## src/byte_stream_instruction_decoder_top_defines.svh

```systemverilog
// Assertion macros used by the record queue of the decoder RTL.
// Each macro expects clk and rst_n in scope of the module that uses it.
`ifndef BYTE_STREAM_INSTRUCTION_DECODER_TOP_DEFINES_SVH
`define BYTE_STREAM_INSTRUCTION_DECODER_TOP_DEFINES_SVH

// Condition in this cycle implies another in the same cycle.
`define BSID_ASSERT_IMP(name, pre, post) \
    name: assert property (@(posedge clk) disable iff (!rst_n) (pre) |-> (post)) \
        else $error("bsid check failed");

// Condition in this cycle implies another in the next cycle.
`define BSID_ASSERT_NXT(name, pre, post) \
    name: assert property (@(posedge clk) disable iff (!rst_n) (pre) |=> (post)) \
        else $error("bsid check failed");

`endif

```

## src/bsid_pkg.sv

```systemverilog
// Types, constants and opcode tables of the byte stream instruction decoder.
// No dependencies; used by every module of the block.
`default_nettype none

package bsid_pkg;

    localparam int FIFO_DEPTH = 2;
    localparam int TABLE_LEN  = 12;

    typedef enum logic [2:0] {
        PH_OPCODE, PH_MODRM, PH_DISP_LO, PH_DISP_HI,
        PH_ADDR_LO, PH_ADDR_HI, PH_IMM_LO, PH_IMM_HI
    } phase_t;

    typedef enum logic [2:0] {
        CL_REGMEM, CL_IMM_RM, CL_IMM_REG, CL_ACC_MEM, CL_ACC_IMM, CL_GROUP
    } enc_class_t;

    localparam logic [2:0] K_REG     = 3'd0;
    localparam logic [2:0] K_DIRECT  = 3'd1;
    localparam logic [2:0] K_IMM     = 3'd2;
    localparam logic [2:0] K_MEM     = 3'd3;
    localparam logic [2:0] K_MEMDISP = 3'd4;

    localparam logic [1:0] OP_MOV = 2'd0;
    localparam logic [1:0] OP_ADD = 2'd1;
    localparam logic [1:0] OP_ADC = 2'd2;
    localparam logic [1:0] OP_SUB = 2'd3;

    localparam logic [2:0] GRP_ADD = 3'd0;
    localparam logic [2:0] GRP_ADC = 3'd2;
    localparam logic [2:0] GRP_SUB = 3'd5;

    localparam logic [7:0] OP_VALUE [TABLE_LEN] = '{
        8'h88, 8'hC6, 8'hB0, 8'hA0, 8'hA2, 8'h00,
        8'h80, 8'h04, 8'h14, 8'h10, 8'h28, 8'h2C};
    localparam logic [7:0] OP_MASK [TABLE_LEN] = '{
        8'hFC, 8'hFE, 8'hF0, 8'hFE, 8'hFE, 8'hFC,
        8'hFC, 8'hFE, 8'hFE, 8'hFC, 8'hFC, 8'hFE};
    localparam logic [1:0] OP_KIND_TAB [TABLE_LEN] = '{
        OP_MOV, OP_MOV, OP_MOV, OP_MOV, OP_MOV, OP_ADD,
        OP_ADD, OP_ADD, OP_ADC, OP_ADC, OP_SUB, OP_SUB};
    localparam enc_class_t OP_CLASS [TABLE_LEN] = '{
        CL_REGMEM, CL_IMM_RM, CL_IMM_REG, CL_ACC_MEM, CL_ACC_MEM, CL_REGMEM,
        CL_GROUP, CL_ACC_IMM, CL_ACC_IMM, CL_REGMEM, CL_REGMEM, CL_ACC_IMM};

    typedef struct packed {
        logic       hit;
        enc_class_t cls;
        logic [1:0] op;
    } op_match_t;

    // Record handed from the byte collector to the operand resolver.
    typedef struct packed {
        logic        err;
        enc_class_t  cls;
        logic [1:0]  op;
        logic        wide;
        logic        dir;
        logic [7:0]  modrm;
        logic [2:0]  low_reg;
        logic [15:0] disp;
        logic [15:0] addr;
        logic [15:0] imm;
        logic [2:0]  len;
    } raw_rec_t;

    // The lowest table index that matches wins.
    function automatic op_match_t match_opcode(logic [7:0] b);
        op_match_t m;
        m = '{hit: 1'b0, cls: CL_REGMEM, op: OP_MOV};
        for (int i = TABLE_LEN - 1; i >= 0; i--)
        begin
            if ((b & OP_MASK[i]) == OP_VALUE[i])
            begin
                m = '{hit: 1'b1, cls: OP_CLASS[i], op: OP_KIND_TAB[i]};
            end
        end
        return m;
    endfunction

    function automatic logic [2:0] ea_base(logic [2:0] rm);
        logic [2:0] r;
        case (rm)
            3'd0, 3'd1, 3'd7: r = 3'd3;
            3'd4:             r = 3'd6;
            3'd5:             r = 3'd7;
            default:          r = 3'd5;
        endcase
        return r;
    endfunction

    function automatic logic [2:0] ea_index(logic [2:0] rm);
        logic [2:0] r;
        case (rm)
            3'd0, 3'd2: r = 3'd6;
            3'd1, 3'd3: r = 3'd7;
            default:    r = 3'd0;
        endcase
        return r;
    endfunction

    function automatic logic [15:0] sext8(logic [7:0] b);
        return {{8{b[7]}}, b};
    endfunction

endpackage

`default_nettype wire

```

## src/bsid_front.sv

```systemverilog
// Byte collector: walks each instruction byte by byte and builds a raw record.
// Depends on bsid_pkg.
`default_nettype none

module bsid_front (
    input  wire logic               clk,
    input  wire logic               rst_n,
    input  wire logic               fire,
    input  wire logic [7:0]         byte_in,
    output logic                    push,
    output bsid_pkg::raw_rec_t      rec
);
    import bsid_pkg::*;

    phase_t      phase_reg, phase_next;
    enc_class_t  cls_reg, cls_next;
    logic [1:0]  op_reg, op_next;
    logic        wide_reg, wide_next;
    logic        dir_reg, dir_next;
    logic        sign_reg, sign_next;
    logic [7:0]  modrm_reg, modrm_next;
    logic [2:0]  low_reg_reg, low_reg_next;
    logic [15:0] disp_reg, disp_next;
    logic [15:0] addr_reg, addr_next;
    logic [15:0] imm_reg, imm_next;
    logic [2:0]  taken_reg, taken_next;

    op_match_t   m;
    logic        needs_imm, imm_word, grp_ok, emit, err;
    logic [1:0]  mod_in;

    assign m         = match_opcode(byte_in);
    assign mod_in    = byte_in[7:6];
    assign needs_imm = (cls_reg != CL_REGMEM) && (cls_reg != CL_ACC_MEM);
    assign imm_word  = (cls_reg == CL_GROUP) ? (!sign_reg && wide_reg) : wide_reg;
    assign grp_ok    = (byte_in[5:3] == GRP_ADD) || (byte_in[5:3] == GRP_ADC) ||
                       (byte_in[5:3] == GRP_SUB);

    // Next phase.
    always_comb
    begin
        phase_next = phase_reg;
        if (fire)
        begin
            unique case (phase_reg)
                PH_OPCODE:
                begin
                    if (m.hit)
                    begin
                        unique case (m.cls)
                            CL_IMM_REG, CL_ACC_IMM: phase_next = PH_IMM_LO;
                            CL_ACC_MEM:             phase_next = PH_ADDR_LO;
                            default:                phase_next = PH_MODRM;
                        endcase
                    end
                end
                PH_MODRM:
                begin
                    if (cls_reg == CL_GROUP && !grp_ok)
                        phase_next = PH_OPCODE;
                    else if (mod_in == 2'd0 && byte_in[2:0] == 3'd6)
                        phase_next = PH_ADDR_LO;
                    else if (mod_in == 2'd1 || mod_in == 2'd2)
                        phase_next = PH_DISP_LO;
                    else
                        phase_next = needs_imm ? PH_IMM_LO : PH_OPCODE;
                end
                PH_DISP_LO:
                begin
                    if (modrm_reg[7:6] == 2'd1)
                        phase_next = needs_imm ? PH_IMM_LO : PH_OPCODE;
                    else
                        phase_next = PH_DISP_HI;
                end
                PH_DISP_HI, PH_ADDR_HI: phase_next = needs_imm ? PH_IMM_LO : PH_OPCODE;
                PH_ADDR_LO:             phase_next = PH_ADDR_HI;
                PH_IMM_LO:              phase_next = imm_word ? PH_IMM_HI : PH_OPCODE;
                PH_IMM_HI:              phase_next = PH_OPCODE;
                default:                phase_next = PH_OPCODE;
            endcase
        end
    end

    // Held fields and the record emitted on the last byte.
    always_comb
    begin
        cls_next     = cls_reg;
        op_next      = op_reg;
        wide_next    = wide_reg;
        dir_next     = dir_reg;
        sign_next    = sign_reg;
        modrm_next   = modrm_reg;
        low_reg_next = low_reg_reg;
        disp_next    = disp_reg;
        addr_next    = addr_reg;
        imm_next     = imm_reg;
        taken_next   = taken_reg;
        err          = 1'b0;
        if (fire)
        begin
            taken_next = (phase_reg == PH_OPCODE) ? 3'd1 : taken_reg + 3'd1;
            unique case (phase_reg)
                PH_OPCODE:
                begin
                    modrm_next   = '0;
                    disp_next    = '0;
                    addr_next    = '0;
                    imm_next     = '0;
                    low_reg_next = '0;
                    dir_next     = 1'b0;
                    sign_next    = 1'b0;
                    cls_next     = m.hit ? m.cls : CL_REGMEM;
                    op_next      = m.hit ? m.op : OP_MOV;
                    wide_next    = m.hit & byte_in[0];
                    err          = !m.hit;
                    if (m.hit)
                    begin
                        unique case (m.cls)
                            CL_REGMEM: dir_next = byte_in[1];
                            CL_GROUP:  sign_next = byte_in[1];
                            CL_IMM_REG:
                            begin
                                wide_next    = byte_in[3];
                                low_reg_next = byte_in[2:0];
                            end
                            CL_ACC_MEM: dir_next = !byte_in[1];
                            CL_ACC_IMM: dir_next = 1'b1;
                            default:    dir_next = 1'b0;
                        endcase
                    end
                end
                PH_MODRM:
                begin
                    modrm_next = byte_in;
                    if (cls_reg == CL_GROUP)
                    begin
                        unique case (byte_in[5:3])
                            GRP_ADD: op_next = OP_ADD;
                            GRP_ADC: op_next = OP_ADC;
                            GRP_SUB: op_next = OP_SUB;
                            default: err = 1'b1;
                        endcase
                    end
                end
                PH_DISP_LO:
                    disp_next = (modrm_reg[7:6] == 2'd1) ? sext8(byte_in) : {8'h00, byte_in};
                PH_DISP_HI: disp_next = {byte_in, disp_reg[7:0]};
                PH_ADDR_LO: addr_next = {8'h00, byte_in};
                PH_ADDR_HI: addr_next = {byte_in, addr_reg[7:0]};
                PH_IMM_LO:  imm_next = imm_word ? {8'h00, byte_in} : sext8(byte_in);
                PH_IMM_HI:  imm_next = {byte_in, imm_reg[7:0]};
                default:    err = 1'b0;
            endcase
        end
    end

    // A record leaves whenever the collector returns to, or stays in, the opcode phase.
    assign emit = fire && (phase_next == PH_OPCODE);
    assign push = emit;
    assign rec  = '{err: err, cls: cls_next, op: op_next, wide: wide_next,
                    dir: dir_next, modrm: modrm_next, low_reg: low_reg_next,
                    disp: disp_next, addr: addr_next, imm: imm_next,
                    len: taken_next};

    always_ff @(posedge clk or negedge rst_n)
    begin
        if (!rst_n)
        begin
            phase_reg   <= PH_OPCODE;
            cls_reg     <= CL_REGMEM;
            op_reg      <= OP_MOV;
            wide_reg    <= 1'b0;
            dir_reg     <= 1'b0;
            sign_reg    <= 1'b0;
            modrm_reg   <= '0;
            low_reg_reg <= '0;
            disp_reg    <= '0;
            addr_reg    <= '0;
            imm_reg     <= '0;
            taken_reg   <= '0;
        end
        else
        begin
            phase_reg   <= phase_next;
            cls_reg     <= cls_next;
            op_reg      <= op_next;
            wide_reg    <= wide_next;
            dir_reg     <= dir_next;
            sign_reg    <= sign_next;
            modrm_reg   <= modrm_next;
            low_reg_reg <= low_reg_next;
            disp_reg    <= disp_next;
            addr_reg    <= addr_next;
            imm_reg     <= imm_next;
            taken_reg   <= taken_next;
        end
    end

endmodule

`default_nettype wire

```

## src/bsid_fifo.sv

```systemverilog
// Short record queue between the byte collector and the operand resolver.
// Depends on bsid_pkg and the assertion macro header.
`default_nettype none

module bsid_fifo #(
    parameter int DEPTH = bsid_pkg::FIFO_DEPTH
) (
    input  wire logic                clk,
    input  wire logic                rst_n,
    input  wire logic                push,
    input  wire bsid_pkg::raw_rec_t  wr_rec,
    input  wire logic                pop,
    output logic                     full,
    output logic                     not_empty,
    output bsid_pkg::raw_rec_t       rd_rec
);
    import bsid_pkg::*;

    localparam int PW = (DEPTH > 1) ? $clog2(DEPTH) : 1;
    localparam int CW = $clog2(DEPTH + 1);

    raw_rec_t         mem [DEPTH];
    logic [PW-1:0]    wr_ptr_reg, wr_ptr_next;
    logic [PW-1:0]    rd_ptr_reg, rd_ptr_next;
    logic [CW-1:0]    count_reg, count_next;

    assign full      = (count_reg == CW'(DEPTH));
    assign not_empty = (count_reg != '0);
    assign rd_rec    = mem[rd_ptr_reg];

    always_comb
    begin
        wr_ptr_next = wr_ptr_reg;
        rd_ptr_next = rd_ptr_reg;
        if (push)
            wr_ptr_next = (wr_ptr_reg == PW'(DEPTH - 1)) ? '0 : wr_ptr_reg + 1'b1;
        if (pop)
            rd_ptr_next = (rd_ptr_reg == PW'(DEPTH - 1)) ? '0 : rd_ptr_reg + 1'b1;
        count_next = count_reg + CW'(push) - CW'(pop);
    end

    always_ff @(posedge clk)
    begin
        if (push)
            mem[wr_ptr_reg] <= wr_rec;
    end

    always_ff @(posedge clk or negedge rst_n)
    begin
        if (!rst_n)
        begin
            wr_ptr_reg <= '0;
            rd_ptr_reg <= '0;
            count_reg  <= '0;
        end
        else
        begin
            wr_ptr_reg <= wr_ptr_next;
            rd_ptr_reg <= rd_ptr_next;
            count_reg  <= count_next;
        end
    end

`include "byte_stream_instruction_decoder_top_defines.svh"

    `BSID_ASSERT_IMP(a_no_overflow, push, !full || pop)
    `BSID_ASSERT_IMP(a_no_underflow, pop, not_empty)
    `BSID_ASSERT_IMP(a_count_bound, 1'b1, count_reg <= CW'(DEPTH))
    `BSID_ASSERT_NXT(a_push_lands, push && !pop, not_empty)

endmodule

`default_nettype wire

```

## src/bsid_back.sv

```systemverilog
// Operand resolver: turns a raw record into the final decoded fields and
// holds them in the output register. Depends on bsid_pkg.
`default_nettype none

module bsid_back (
    input  wire logic                clk,
    input  wire logic                rst_n,
    input  wire logic                rec_valid,
    input  wire bsid_pkg::raw_rec_t  rec,
    output logic                     pop,
    output logic                     m_tvalid,
    input  wire logic                m_tready,
    output logic [71:0]              m_tdata,
    output logic                     m_tuser
);
    import bsid_pkg::*;

    logic [1:0]  mod;
    logic [2:0]  rm, regf;
    logic [2:0]  rm_kind, rm_reg, idx;
    logic [2:0]  dk, dr, sk, sr;
    logic [15:0] disp;
    logic        load;
    logic [71:0] data_next, data_reg;
    logic        bad_next, bad_reg;
    logic        valid_reg, valid_next;

    assign mod  = rec.modrm[7:6];
    assign regf = rec.modrm[5:3];
    assign rm   = rec.modrm[2:0];

    always_comb
    begin
        idx  = 3'd0;
        disp = '0;
        if (mod == 2'd3)
        begin
            rm_kind = K_REG;
            rm_reg  = rm;
        end
        else if (mod == 2'd0 && rm == 3'd6)
        begin
            rm_kind = K_DIRECT;
            rm_reg  = 3'd0;
        end
        else
        begin
            rm_kind = (mod == 2'd0) ? K_MEM : K_MEMDISP;
            rm_reg  = ea_base(rm);
            idx     = ea_index(rm);
            if (mod != 2'd0)
                disp = rec.disp;
        end

        unique case (rec.cls)
            CL_REGMEM:
            begin
                if (rec.dir)
                begin
                    dk = K_REG;   dr = regf;   sk = rm_kind; sr = rm_reg;
                end
                else
                begin
                    dk = rm_kind; dr = rm_reg; sk = K_REG;   sr = regf;
                end
            end
            CL_IMM_RM, CL_GROUP:
            begin
                dk = rm_kind; dr = rm_reg; sk = K_IMM; sr = 3'd0;
            end
            CL_IMM_REG:
            begin
                dk = K_REG; dr = rec.low_reg; sk = K_IMM; sr = 3'd0; idx = 3'd0;
            end
            CL_ACC_MEM:
            begin
                idx = 3'd0; dr = 3'd0; sr = 3'd0;
                dk  = rec.dir ? K_REG : K_DIRECT;
                sk  = rec.dir ? K_DIRECT : K_REG;
            end
            default:
            begin
                dk = K_REG; dr = 3'd0; sk = K_IMM; sr = 3'd0; idx = 3'd0;
            end
        endcase

        if (rec.err)
            data_next = {3'b000, rec.len, 66'd0};
        else
            data_next = {3'b000, rec.len, rec.imm, rec.addr, disp, idx,
                         sr, sk, dr, dk, rec.wide, rec.op};
        bad_next = rec.err;
    end

    // The output register takes a new record whenever it is empty or drained.
    assign load       = !valid_reg || m_tready;
    assign pop        = rec_valid && load;
    assign valid_next = load ? rec_valid : valid_reg;

    always_ff @(posedge clk)
    begin
        if (pop)
        begin
            data_reg <= data_next;
            bad_reg  <= bad_next;
        end
    end

    always_ff @(posedge clk or negedge rst_n)
    begin
        if (!rst_n)
            valid_reg <= 1'b0;
        else
            valid_reg <= valid_next;
    end

    assign m_tvalid = valid_reg;
    assign m_tdata  = data_reg;
    assign m_tuser  = bad_reg;

endmodule

`default_nettype wire

```

## src/byte_stream_instruction_decoder_top.sv

```systemverilog
// Top level of the byte stream instruction decoder.
// Depends on bsid_pkg, bsid_front, bsid_fifo and bsid_back.
//
//  Channel  | Direction | Contents
//  s_axis   | in        | s_tdata: one instruction byte
//  m_axis   | out       | m_tdata: decoded record, m_tuser: bad opcode flag
//
// One byte is taken per cycle while the queue is not full; a record is offered on
// m_tvalid after its last byte passes a queue entry, then the resolver register.
// The collector stalls only when the record queue is full; the queue
// fills only while the output is held back by m_tready.
// Reset returns the collector to the opcode phase and empties the queue.
`default_nettype none

module byte_stream_instruction_decoder_top #(
    parameter int FIFO_DEPTH = bsid_pkg::FIFO_DEPTH
) (
    input  wire logic        clk,
    input  wire logic        rst_n,
    input  wire logic        s_tvalid,
    output logic             s_tready,
    input  wire logic [7:0]  s_tdata,   // [7:0] byte_in
    output logic             m_tvalid,
    input  wire logic        m_tready,
    // [1:0] op_kind, [2] wide, [5:3] dest_kind, [8:6] dest_reg, [11:9] src_kind,
    // [14:12] src_reg, [17:15] index_reg, [33:18] displacement,
    // [49:34] mem_address, [65:50] immediate_value, [68:66] instr_length
    output logic [71:0]      m_tdata,
    output logic             m_tuser    // [0] bad_opcode
);
    import bsid_pkg::*;

    logic     fire, push, pop, full, not_empty;
    raw_rec_t wr_rec, rd_rec;

    assign s_tready = !full;
    assign fire     = s_tvalid && s_tready;

    bsid_front u_front (
        .clk     (clk),
        .rst_n   (rst_n),
        .fire    (fire),
        .byte_in (s_tdata),
        .push    (push),
        .rec     (wr_rec)
    );

    bsid_fifo #(.DEPTH(FIFO_DEPTH)) u_fifo (
        .clk       (clk),
        .rst_n     (rst_n),
        .push      (push),
        .wr_rec    (wr_rec),
        .pop       (pop),
        .full      (full),
        .not_empty (not_empty),
        .rd_rec    (rd_rec)
    );

    bsid_back u_back (
        .clk       (clk),
        .rst_n     (rst_n),
        .rec_valid (not_empty),
        .rec       (rd_rec),
        .pop       (pop),
        .m_tvalid  (m_tvalid),
        .m_tready  (m_tready),
        .m_tdata   (m_tdata),
        .m_tuser   (m_tuser)
    );

endmodule

`default_nettype wire
```

## config.mk

```make
export PLATFORM = sky130hd
export DESIGN_NAME = byte_stream_instruction_decoder_top
export DESIGN_NICKNAME = d
export VERILOG_FILES = /design/src/bsid_pkg.sv /design/src/bsid_front.sv /design/src/bsid_fifo.sv /design/src/bsid_back.sv /design/src/byte_stream_instruction_decoder_top.sv
export VERILOG_INCLUDE_DIRS = /design/src /design/src/src
export SDC_FILE = /design/constraint.sdc
export NUM_CORES = 1
export LEC_CHECK = 0
export ABC_AREA = 1
export BUFFER_PORTS_ARGS = -buffer_cell sky130_fd_sc_hd__buf_2
export CAP_MARGIN = 15
export CORE_ASPECT_RATIO = 0.7
export CORE_MARGIN = 4
export CORE_UTILIZATION = 36
export DETAILED_ROUTE_END_ITERATION = 8
export SETUP_SLACK_MARGIN = 0.15
export SLEW_MARGIN = 0
export SYNTH_ARGS = -nofsm -noshare
export SYNTH_HDL_FRONTEND = slang
export SYNTH_SLANG_ARGS = --single-unit
```

## constraint.sdc

```tcl
create_clock -name clk -period 12.82 [get_ports clk]
set_input_delay 0.641 -clock clk [delete_from_list [all_inputs] [get_ports clk]]
set_output_delay 0.641 -clock clk [all_outputs]
set_load 0.02 [all_outputs]
```

==> flow_summary_export.csv <==
group,metric,value,unit
setup_path,crit_path_max_incr_delay,0.67,ns
floorplan,die_h,158,um
global_route,grt_pass1_vias,7086,
global_route,busiest_layer,"met1",
global_route,grt_use_met2,21.4,%
clock_tree,clk_pin_slew,0.07,ns
clock_tree,post_cts.repair.setup_buffers,0,
final_layout,n_antenna_cell,0,
routing,routedWlPerCell,16.6,um
power_and_ir_drop,power_leakage,5.74,nW
floorplan,start_util,36.9,%
floorplan,die_x,223,um
synth,synth_seq_area_share,70.7,%
routing,vias,7203,
global_route,grt_use_total,14.8,%
global_route,grt_pass1_wl,41.3,mm
setup_path,crit_top_cell,"nand2_1",
setup_path,end_kind,"register",
clock_tree,hold_buffers,0,
routing,routed_wl,25.8,mm
setup_path,crit_fanout,47,
synth,synth-seq-cells,287,
outcome,outcome,"finished, final reports clean",
floorplan,row_count,54,
sta,finalSetupViolCount,0,
setup_path,critical_path_class,"register to register",
global_route,gr-total-overflow,0,
clock_tree,htreeDepth,1,
setup_path,required,13.00,ns
sta,rsz0062_at_grt,"false",
synth,synth_area,0.0116,mm2
sta,slew_headroom,31.3,%
routing,drt.antenna.violating_nets,0,
power_and_ir_drop,swShare,36.8,%
global_route,antenna_found_initial,0,
sta,finalHoldViolCount,0,
setup_path,crit_chain,"inv_1 > nand2_1 > nand2_1 > inv_2 > nand2_1 > nand2_1 > a21oi_4 > nand2_2 > nor2_4 > buf_4",
power_and_ir_drop,p_int,2.25,mW
floorplan,dieArea,0.0353,mm2
final_layout,nNetsFinal,1134,
setup_path,cp_slowest_cell,"buf_4",
final_layout,fillerInstances,3015,
place,gp_congestion,0.902,
clock_tree,cts_root_buf,"clkbuf_16",
power_and_ir_drop,powerDensity,266,mW/mm2
clock_tree,cts_resized,0,
place,io_buffers,83,
routing,firstDrtPassIters,4,
global_route,grt_max_degree,60,
sta,fmax,0.267,GHz
power_and_ir_drop,switchingPower,1.31,mW
floorplan,top_level_ports,87,
final_layout,final_core_util,42.5,%
sta,worst_pin_slew,1.03,ns
sta,final.setup.tns,0,ns
clock_tree,clock-sinks,287,
routing,drt_iter0_drc,464,
power_and_ir_drop,pwr-share-seq,44.4,%
synth,synth_area_per_cell,11.3,um2
setup_path,cp.arrival,3.92,ns
synth,synth_top_cell_by_area,"edfxtp_1",
power_and_ir_drop,ir_drop,160,uV
sta,fin_crit_sh,29.2,%
power_and_ir_drop,pwr-share-clk,23.2,%
final_layout,regMostFlops,"u_fifo.mem",
global_route,use_met3,3.11,%
clock_tree,clk_latency,0.56,ns
routing,via_per_inst,4.63,
clock_tree,cts_tree,"built",
min_path,min_path_type,"input port to asynchronous set/reset pin",
routing,drc_errors,0,
final_layout,syn_to_final_growth,15.1,%
setup_path,start_kind,"register",
clock_tree,cts_buffers,28,
synth,syn_inst,1029,
global_route,use_met1,23.2,%
synth,synth_warnings,0,
sta,period_minus_slack,3.74,ns
synth,synth.top_cell.area_share,53.9,%
sta,drv_slew,0,
power_and_ir_drop,power_frac_comb,32.5,%
floorplan,core-area,0.0315,mm2
clock_tree,cts_max_path_buffers,3,
final_layout,drive_gt1_share,15.9,%
place,dp_hpwl,17.2,mm
synth,synthTopCellsByArea,"edfxtp_1, dfrtp_1, nand2_1, inv_1, o21ai_0",
synth,synthDistinctLibCells,46,
job,max_cap_violations,0,
sta,fin_skew,0.0205,ns
final_layout,largest_reg_flops,140,
[stage by stage]
stage	power, mW	cell area [um2]	hold slack, ns	std cells	setup slack [ns]
3_5_place_dp	2.77	12500	0.466	1504	8.85
4_1_cts	3.61	13400	0.0556	1556	9.07
5_1_grt	3.82	13400	0.0838	1556	8.76
6_report	3.56	13400	0.0673	1556	9.08
3_3_place_gp	2.75	12500	0.472	1504	8.92
2_1_floorplan	2.39	11600	0.345	1031	7.76
[Yosys cell counts (all sizes together)]
master,n
mux2i,3
xnor2,2
a22oi,8
nand2,313
nand4,4
edfxtp,209
a21oi,32
nor3b,3
a21boi,2
xor2,2
conb,1
dfrtp,78
o31ai,1
or2,9
a211oi,1
clkbuf,14
a22o,2
o21ai,69
ha,8
o211ai,5
nor2,66
o21bai,1
o22ai,22
clkinv,1
nand3,22
nor3,4
buf,23
o2111ai,1
a2bb2oi,1
inv,116
a31oi,5
nor4,1
[power by group through the flow]
| stage | combinational (mW) | clock (mW) | sequential, mW |
|---|---|---|---|
| floorplan | 0.657 | 0 | 1.74 |
| global placement | 1.15 | 0 | 1.60 |
| detailed placement | 1.17 | 0 | 1.60 |
| CTS | 1.18 | 0.851 | 1.58 |
| global route | 1.31 | 0.894 | 1.61 |
| finish | 1.15 | 0.824 | 1.58 |
[layout by cell type, fill, tap and decap left out, types with 11 or more instances in the layout]
cell type and instances:
o21ai_0 56, edfxtp_1 209, dfrtp_1 77, nand2_1 310
inv_1 100, nand3_1 18, a21oi_1 30, inv_2 16
nor2_1 58, o21ai_1 11, o22ai_1 22, buf_2 82
clkbuf_16 28
[worst max-delay path: cells and delay by family, from the launching register on]
| family | cells | cell delay [ns] |
|---|---|---|
| flip-flops | 1 | 0.40 |
| buffers and inverters | 3 | 1.05 |
| AO/OA/AOI/OAI | 1 | 0.19 |
| AND/OR/NAND/NOR | 6 | 1.70 |
[worst paths after layout]
kind,endpoint,start,slack [ns],cells past startpoint
setup reg to reg,u_fifo.mem[1][60],u_fifo.count_reg[0],9.08,10
min in group clk,u_back.m_tvalid,m_tready,0.29,2
setup / recovery,u_fifo.mem[1][60],u_fifo.count_reg[0],9.08,10
hold / removal,u_front.disp_reg[15],rst_n,0.07,1
max in group asynchronous,u_fifo.rd_ptr_reg,rst_n,11.81,2
hold reg to reg,u_fifo.wr_ptr_reg,u_fifo.wr_ptr_reg,0.48,2
[layer usage]
metal | vias to the layer above | share of wire (%)
li1 | 3601 | -
met1 | 3408 | 51
met2 | 153 | 42
met3 | 41 | 5.4
met4 | 0 | 1.7
met5 | - | 0
[logic make-up after synthesis]
group           Yosys count  synth area share (%)
flops                   287                  70.7
fa+ha+maj                 8                 0.860
other cells               1                0.0322
buf+inv                 154                  5.44
compound gates          150                  7.55
simple gates            422                  14.8
mux                       3                 0.258
xor+xnor                  4                 0.301
[cell type report]
type	instances	area (um2)	share of cell area (%)
Clock buffer	35	767	5.73
Clock inverter	17	161	1.21
Inverter	117	439	3.28
Multi-Input combinational cell	590	2800	20.9
Sequential cell	287	8230	61.5
Tap cell	420	526	3.93
Timing Repair Buffer	90	470	3.51
Power figures use the tool's default switching activity.
